==> src/rtl/ocl_pkg.sv <==
package ocl_pkg;

  localparam logic [3:0] CODE_LEFT  = 4'b0001;
  localparam logic [3:0] CODE_RIGHT = 4'b0010;
  localparam logic [3:0] CODE_BELOW = 4'b0100;
  localparam logic [3:0] CODE_ABOVE = 4'b1000;

  localparam logic [2:0] MAX_MOVES = 3'd4;

  localparam logic [1:0] REG_LEFT   = 2'd0;
  localparam logic [1:0] REG_BOTTOM = 2'd1;
  localparam logic [1:0] REG_RIGHT  = 2'd2;
  localparam logic [1:0] REG_TOP    = 2'd3;

  localparam int RST_LEFT   = 0;
  localparam int RST_BOTTOM = 0;
  localparam int RST_RIGHT  = 640;
  localparam int RST_TOP    = 480;

  // window registers are never narrower than the reset values need
  localparam int MIN_WIN_BITS = 12;

  typedef enum logic [4:0] {
    ST_IDLE  = 5'b00001,
    ST_CHECK = 5'b00010,
    ST_CALC  = 5'b00100,
    ST_WAIT  = 5'b01000,
    ST_FIN   = 5'b10000
  } state_t;

  typedef enum logic [2:0] {
    MD_IDLE = 3'b001,
    MD_MUL  = 3'b010,
    MD_DIV  = 3'b100
  } md_phase_t;

endpackage

==> src/rtl/ocl_muldiv.sv <==
module ocl_muldiv import ocl_pkg::*; #(
  parameter int W = 17
) (
  input  logic                clk,
  input  logic                rst,
  input  logic                start,
  input  logic signed [W-1:0] a,
  input  logic signed [W-1:0] b,
  input  logic signed [W-1:0] c,
  output logic                done,
  output logic signed [W-1:0] q
);

  localparam int CW = $clog2(W);

  md_phase_t      phase;
  logic [CW-1:0]  cnt;
  logic [2*W-1:0] p;
  logic [W-1:0]   mcand;
  logic [W-1:0]   divisor;
  logic           neg;
  logic           zdiv;

  logic [W-1:0] ma, mb, mc;
  logic [W:0]   sum;
  logic [W:0]   t;
  logic [W:0]   diff;
  logic         ge;
  logic [W-1:0] rem_next;

  always_comb begin
    ma = a[W-1] ? W'(-a) : W'(a);
    mb = b[W-1] ? W'(-b) : W'(b);
    mc = c[W-1] ? W'(-c) : W'(c);
    // shift-add, one multiplier bit a cycle
    sum = {1'b0, p[2*W-1:W]} + (p[0] ? {1'b0, mcand} : '0);
    // restoring division, one quotient bit a cycle
    t = {p[2*W-1:W], p[W-1]};
    diff = t - {1'b0, divisor};
    ge = (t >= {1'b0, divisor});
    rem_next = ge ? diff[W-1:0] : t[W-1:0];
  end

  always_ff @(posedge clk) begin
    if (rst) begin
      phase <= MD_IDLE;
      done  <= 1'b0;
      cnt   <= '0;
    end else begin
      done <= 1'b0;
      unique case (phase)
        MD_IDLE: begin
          if (start) begin
            phase   <= MD_MUL;
            cnt     <= CW'(W - 1);
            p       <= {{W{1'b0}}, mb};
            mcand   <= ma;
            divisor <= mc;
            neg     <= a[W-1] ^ b[W-1] ^ c[W-1];
            zdiv    <= (mc == '0);
          end
        end
        MD_MUL: begin
          p <= {sum, p[W-1:1]};
          if (cnt == '0) begin
            phase <= MD_DIV;
            cnt   <= CW'(W - 1);
          end else begin
            cnt <= cnt - 1'b1;
          end
        end
        MD_DIV: begin
          p <= {rem_next, p[W-2:0], ge};
          if (cnt == '0) begin
            phase <= MD_IDLE;
            done  <= 1'b1;
          end else begin
            cnt <= cnt - 1'b1;
          end
        end
        default: phase <= MD_IDLE;
      endcase
    end
  end

  always_comb begin
    priority if (zdiv) q = '0;
    else if (neg) q = -$signed(p[W-1:0]);
    else q = $signed(p[W-1:0]);
  end

endmodule

==> src/rtl/outcode_line_clipper_core.sv <==
// Cohen-Sutherland line clipper: each request carries one segment, and one result comes back
// for it with an accept flag and the clipped endpoints (all zero when rejected). The window
// is set through the register port and may only be changed while no segment is in flight.
// One segment is worked on at a time. A segment that needs no endpoint move goes from the
// check state straight to the finish state; each endpoint move passes through the calc and
// wait states while the shared multiply-divide unit works, which handles one bit a cycle
// over a shift-add multiply and a restoring divide. At most four moves are made. A segment
// holds the input until its result is loaded into the output register, and a full output
// register stalls that load. A finished result waits in the output register while the next
// segment is taken in.
module outcode_line_clipper_core import ocl_pkg::*; #(
  parameter int COORD_BITS = 16
) (
  input  logic                                  clk,
  input  logic                                  rst,
  input  logic                                  s_tvalid,
  output logic                                  s_tready,
  // start_x, start_y, end_x, end_y
  input  logic [((4*COORD_BITS+7)/8)*8-1:0]     s_tdata,
  output logic                                  m_tvalid,
  input  logic                                  m_tready,
  // clipped_start_x, clipped_start_y, clipped_end_x, clipped_end_y
  output logic [((4*COORD_BITS+7)/8)*8-1:0]     m_tdata,
  // accepted
  output logic                                  m_tuser,
  input  logic                                  psel,
  input  logic                                  penable,
  input  logic                                  pwrite,
  input  logic [3:0]                            paddr,
  input  logic [31:0]                           pwdata,
  output logic [31:0]                           prdata,
  output logic                                  pready
);

  localparam int N        = COORD_BITS;
  localparam int W        = COORD_BITS + 1;
  localparam int TDW      = ((4*COORD_BITS+7)/8)*8;
  localparam int WIN_BITS = (COORD_BITS < MIN_WIN_BITS) ? MIN_WIN_BITS : COORD_BITS;

  logic signed [WIN_BITS-1:0] window_left, window_bottom, window_right, window_top;

  state_t              state;
  logic signed [N-1:0] x1, y1, x2, y2;
  logic [2:0]          moves;
  logic signed [W-1:0] opa, opb, opc;
  logic signed [N-1:0] ev;
  logic signed [N-1:0] base;
  logic                edge_y;
  logic                upd_first;

  logic                out_acc;
  logic signed [N-1:0] ox1, oy1, ox2, oy2;
  logic                acc_hold;
  logic                out_load;

  logic                md_start;
  logic                md_done;
  logic signed [W-1:0] md_q;

  logic                wr_en;
  logic signed [N-1:0] wr_val;

  logic [3:0]          c1, c2, co;
  logic signed [W-1:0] opa_next, opb_next, opc_next;
  logic signed [N-1:0] ev_next, base_next;
  logic                edge_y_next;
  logic signed [N-1:0] moved;

  // register port
  assign pready = 1'b1;
  assign wr_en  = psel && penable && pwrite && pready;
  assign wr_val = $signed(pwdata[N-1:0]);

  always_ff @(posedge clk) begin
    if (rst) begin
      window_left   <= WIN_BITS'(RST_LEFT);
      window_bottom <= WIN_BITS'(RST_BOTTOM);
      window_right  <= WIN_BITS'(RST_RIGHT);
      window_top    <= WIN_BITS'(RST_TOP);
    end else if (wr_en) begin
      unique case (paddr[3:2])
        REG_LEFT:   window_left   <= WIN_BITS'(wr_val);
        REG_BOTTOM: window_bottom <= WIN_BITS'(wr_val);
        REG_RIGHT:  window_right  <= WIN_BITS'(wr_val);
        REG_TOP:    window_top    <= WIN_BITS'(wr_val);
        default: ;
      endcase
    end
  end

  always_comb begin
    unique case (paddr[3:2])
      REG_LEFT:   prdata = 32'(window_left);
      REG_BOTTOM: prdata = 32'(window_bottom);
      REG_RIGHT:  prdata = 32'(window_right);
      REG_TOP:    prdata = 32'(window_top);
      default:    prdata = '0;
    endcase
  end

  // outcodes and edge selection
  always_comb begin
    c1 = '0;
    c2 = '0;
    if (WIN_BITS'(x1) < window_left)   c1 = c1 | CODE_LEFT;
    if (WIN_BITS'(x1) > window_right)  c1 = c1 | CODE_RIGHT;
    if (WIN_BITS'(y1) < window_bottom) c1 = c1 | CODE_BELOW;
    if (WIN_BITS'(y1) > window_top)    c1 = c1 | CODE_ABOVE;
    if (WIN_BITS'(x2) < window_left)   c2 = c2 | CODE_LEFT;
    if (WIN_BITS'(x2) > window_right)  c2 = c2 | CODE_RIGHT;
    if (WIN_BITS'(y2) < window_bottom) c2 = c2 | CODE_BELOW;
    if (WIN_BITS'(y2) > window_top)    c2 = c2 | CODE_ABOVE;
    co = (c1 != '0) ? c1 : c2;

    priority if ((co & CODE_ABOVE) != '0) begin
      edge_y_next = 1'b1;
      ev_next     = N'(window_top);
    end else if ((co & CODE_BELOW) != '0) begin
      edge_y_next = 1'b1;
      ev_next     = N'(window_bottom);
    end else if ((co & CODE_RIGHT) != '0) begin
      edge_y_next = 1'b0;
      ev_next     = N'(window_right);
    end else begin
      edge_y_next = 1'b0;
      ev_next     = N'(window_left);
    end

    if (edge_y_next) begin
      opa_next  = W'(x2) - W'(x1);
      opb_next  = W'(ev_next) - W'(y1);
      opc_next  = W'(y2) - W'(y1);
      base_next = x1;
    end else begin
      opa_next  = W'(y2) - W'(y1);
      opb_next  = W'(ev_next) - W'(x1);
      opc_next  = W'(x2) - W'(x1);
      base_next = y1;
    end
  end

  assign moved    = N'(W'(base) + md_q);
  assign md_start = (state == ST_CALC);

  ocl_muldiv #(.W(W)) u_muldiv (
    .clk   (clk),
    .rst   (rst),
    .start (md_start),
    .a     (opa),
    .b     (opb),
    .c     (opc),
    .done  (md_done),
    .q     (md_q)
  );

  assign s_tready = (state == ST_IDLE);
  assign out_load = (state == ST_FIN) && (!m_tvalid || m_tready);

  always_ff @(posedge clk) begin
    if (rst) begin
      state    <= ST_IDLE;
      moves    <= '0;
      acc_hold <= 1'b0;
    end else begin
      unique case (state)
        ST_IDLE: begin
          if (s_tvalid) begin
            x1    <= $signed(s_tdata[N-1:0]);
            y1    <= $signed(s_tdata[2*N-1:N]);
            x2    <= $signed(s_tdata[3*N-1:2*N]);
            y2    <= $signed(s_tdata[4*N-1:3*N]);
            moves <= '0;
            state <= ST_CHECK;
          end
        end
        ST_CHECK: begin
          priority if (c1 == '0 && c2 == '0) begin
            acc_hold <= 1'b1;
            state    <= ST_FIN;
          end else if ((c1 & c2) != '0 || moves == MAX_MOVES) begin
            acc_hold <= 1'b0;
            state    <= ST_FIN;
          end else begin
            opa       <= opa_next;
            opb       <= opb_next;
            opc       <= opc_next;
            ev        <= ev_next;
            base      <= base_next;
            edge_y    <= edge_y_next;
            upd_first <= (c1 != '0);
            state     <= ST_CALC;
          end
        end
        ST_CALC: state <= ST_WAIT;
        ST_WAIT: begin
          if (md_done) begin
            priority if (upd_first && edge_y) begin
              x1 <= moved;
              y1 <= ev;
            end else if (upd_first) begin
              x1 <= ev;
              y1 <= moved;
            end else if (edge_y) begin
              x2 <= moved;
              y2 <= ev;
            end else begin
              x2 <= ev;
              y2 <= moved;
            end
            moves <= moves + 1'b1;
            state <= ST_CHECK;
          end
        end
        ST_FIN: begin
          if (out_load) state <= ST_IDLE;
        end
        default: state <= ST_IDLE;
      endcase
    end
  end

  // output register
  always_ff @(posedge clk) begin
    if (rst) begin
      m_tvalid <= 1'b0;
    end else begin
      if (out_load) begin
        m_tvalid <= 1'b1;
        out_acc  <= acc_hold;
        ox1      <= acc_hold ? x1 : '0;
        oy1      <= acc_hold ? y1 : '0;
        ox2      <= acc_hold ? x2 : '0;
        oy2      <= acc_hold ? y2 : '0;
      end else if (m_tready) begin
        m_tvalid <= 1'b0;
      end
    end
  end

  assign m_tdata = TDW'({oy2, ox2, oy1, ox1});
  assign m_tuser = out_acc;

endmodule

==> config.mk <==
export PLATFORM = sky130hd
export DESIGN_NAME = outcode_line_clipper_core
export DESIGN_NICKNAME = d
export VERILOG_FILES = /design/src/rtl/ocl_pkg.sv /design/src/rtl/ocl_muldiv.sv /design/src/rtl/outcode_line_clipper_core.sv
export SDC_FILE = /design/constraint.sdc
export NUM_CORES = 1
export LEC_CHECK = 0
export BUFFER_PORTS_ARGS = -buffer_cell sky130_fd_sc_hd__buf_2
export CORE_MARGIN = 4
export CORE_UTILIZATION = 50
export CTS_CLUSTER_SIZE = 25
export DETAILED_ROUTE_END_ITERATION = 10
export PLACE_DENSITY_LB_ADDON = 0.1
export SYNTH_ARGS = -nofsm -noshare
export SYNTH_HDL_FRONTEND = slang
export SYNTH_HIERARCHICAL = 1
export SYNTH_SLANG_ARGS = --single-unit
==> constraint.sdc <==
create_clock -name clk -period 26.6 [get_ports clk]
set_clock_uncertainty 0.05 [all_clocks]
set_input_delay 1.33 -clock clk [delete_from_list [all_inputs] [get_ports clk]]
set_output_delay 1.33 -clock clk [all_outputs]
set_load 0.005 [all_outputs]
==> out/summary.md <==
The flow ran to the end, and the final reports show no timing, DRC or antenna violations. The category of the most critical setup path was flop to flop. The worst hold path stage count was 1; the overall power of the completed layout was 1.69 mW.

The count of antenna-violating nets left after detailed routing came out at 0. The minimum clock period after layout was 6.60 ns. In the final routed layout, each cell accounts on average for 23.5 µm. The worst setup path is launched from a flop.

In this run the core area contains 81 standard-cell rows. STA classifies the critical path endpoint as a flop. The first TritonRoute pass finished after 6 iterations. The DRC violation total after the first TritonRoute iteration is 2140.

The total count of hold-check failures in the final report is 0, and the routed wire length is 82400 µm. The min-delay analysis places its worst path in the category flop to flop. The logs give 0.413 for the power share of the sequential group and 0.354 for the part of the power in the clock network. For the worst flop-to-flop path, the logic depth is 24. The first global-routing pass estimated 122000 µm of wire.

The signal on the critical path passes through ha_1 -> a211oi_1 -> nor2_1 -> nor3_1 -> o21ai_0 -> a31oi_1 -> o41ai_4 -> nor2b_4 -> buf_4 -> buf_4 -> nand2_1 -> o21ai_0 -> ha_1 -> inv_1 -> fa_1 -> a21o_1 -> a21oi_1 -> nand2b_1 -> a211oi_1 -> nor2_1 -> nand2_1 -> nand2_1 -> o21ai_0 -> a211oi_1. The logs give 26.89 ns for the data required time of the worst path and 3429 for the placed cell count. The number of sinks driven by the clock tree was 367; the placer congestion estimate was 0.956. The area taken by flip-flops and latches is 0.0102 mm², and the mean area per synthesized cell is 9.41 µm². Share of total power in combinational logic: 0.233. Clock-pin slew was measured on the worst setup and hold paths at 0.06 ns. After global routing the overflow that remains totals 0.

The root cell of the clock tree was clkbuf_16. The multi-input logic area is 0.0138 mm², and the number of maximum-capacitance violations is 0. The height of the die was 232 µm.

The clock reaches the later pin of the worst-skew pair after 0.58 ns. The reported net switching power came out at 532 µW. The total power per unit cell area was 60.4 mW/mm². The number of vias per cell is 6.02. The worst path arrival time is 6.89 ns, and the number of global-route vias before repair is 20000. The I/O pin count came out at 207.

For this run, the top clock speed supported by timing is 0.152 GHz. The count of pins over their slew limit was 0; the post-route setup TNS was 0 ns. Once the clock tree was built, the resizer swapped 0 gates to a different size. For the pin count of the biggest net entering global routing, the log shows 98.

Synthesized instance count: 2668. The total routing resource utilization after global routing is 0.298, and the die span in x is 232 µm. The peak ir drop on the vdd network was 0.0000408 V. Once detailed placement completed, the half-perimeter wirelength came to 63200 µm. Launch point of the worst reg-to-reg path: y1[5].

Area growth from synthesis to layout: 11.7%. The switching share of power was 0.315; the final setup violation count was 0. The highest fanout seen on the critical path was 52; the number of input and output port buffers inserted was 187. The tools report the total standard cell area after synthesis as 0.0251 mm². TritonCTS built the clock tree. Counting the fill cells in the layout gives 4387.

For this run, the post-layout net count is 3152. For this design, the slowest cell found on the critical path is edfxtp_1. Number of design rule violations left after detail routing: 0. The hold-fix buffer count after cts is 0, and the initial cell density of the core is 0.509. The reg-to-reg critical path endpoint is opb[14]. For this run, the number of Yosys warnings is 6. The post-route fraction of the period consumed by the critical path is 0.248, and the slew at the pin closest to its max-slew limit is 1.15 ns. The relative slew slack was 0.225; the fraction of layout cells with a size suffix above 1 was 0.128.

Setup repair after global routing left no endpoint under its margin. Counting the buffers created by CTS gives 43. The clock passes through at most 3 buffers. The internal portion of the total power is 1.16 mW.

On the worst path, the slowest cell contributes a delay of 0.73 ns. The number of setup buffers added after CTS is 0. For this design the static power due to leakage is 10.9 nW.

The logs give 3010 for the net count after synthesis and 0.0493 mm² for the core area. The run gives 4 as the initial antenna violation count. In this run the register-to-register setup slack is 20.00 ns. The capture endpoint of the worst hold path is u_muldiv/done. In this run the most critical hold path is launched from u_muldiv/cnt[4]. The final non-filler cell total was 3509.

The run gives 21100 as the total number of vias. H-tree depth: 2. The run gives 0.0538 mm² as the total die area.
-- registers in the layout, indices dropped and copies added, names as in the netlist, 17 cells and up --
signal / cells
u_muldiv/p: 34
opa: 17
opb: 17
opc: 17
u_muldiv/divisor: 17
u_muldiv/mcand: 17
-- worst max path at each step --
stage	start	to	slack (ns)	cells after the start
3_5_place_dp	y1[13]	opb[14]	20.11	24
4_1_cts	y1[13]	opb[14]	20.11	24
3_3_place_gp	x1[1]	opb[15]	20.28	21
5_1_grt	y1[13]	opb[14]	19.63	24
2_1_floorplan	y1[5]	base[0]	17.50	10
6_report	y1[5]	opb[14]	20.00	24
-- worst max-delay path: cells and delay by family, from the launching register on --
family / cells / cell delay [ns]
fa+ha+maj: 3 / 0.97
flops: 1 / 0.73
compound gates: 10 / 2.35
buf+inv: 3 / 1.04
simple gates: 8 / 1.19
-- layout by cell type, fill, tap and decap left out, types with 72 or more instances in the layout --
master	instances
mux2i_1	73
nor2_1	208
o21ai_0	136
a21oi_1	244
and2_1	87
xnor2_1	72
buf_2	187
nand2_1	318
dfxtp_1	81
ha_1	229
edfxtp_1	284
inv_1	164
-- per-layer routing --
layer	GRT usage	up-vias	share of wire
met4	0.121	2	0.046
met2	0.468	859	0.45
met1	0.414	10200	0.43
met5	0	-	0.00016
li1	-	9935	-
met3	0.0450	155	0.079
-- cell type report --
| type | instances | area share |
|---|---|---|
| clock buffer | 56 | 0.0446 |
| antenna | 1 | 0.0000893 |
| tap | 664 | 0.0296 |
| inverter | 166 | 0.0222 |
| multi-input combinational | 2012 | 0.491 |
| clock inverter | 23 | 0.00616 |
| sequential | 367 | 0.364 |
| timing repair buffer | 220 | 0.0422 |
-- per-stage QoR --
| step | hold slack [ns] | cell area [µm²] | utilization | worst slack [ns] |
|---|---|---|---|---|
| finish | 0.403 | 28000 | 0.569 | 20.00 |
| global route | 0.440 | 28000 | 0.569 | 19.63 |
| floorplan | 0.372 | 25100 | - | 17.50 |
| CTS | 0.405 | 28000 | 0.569 | 20.11 |
| detailed placement | 0.397 | 26600 | 0.540 | 20.11 |
| global placement | 0.392 | 26600 | 0.540 | 20.28 |
-- power groups by stage --
stage	Sequential (mW)	Clock (mW)	Combinational, mW
after detailed placement	0.708	0	0.386
after global placement	0.708	0	0.376
final	0.698	0.599	0.394
after CTS	0.696	0.610	0.389
after floorplan	0.683	0	0.270
after global routing	0.697	0.632	0.431
No activity file was read; power rests on OpenSTA's default activity.
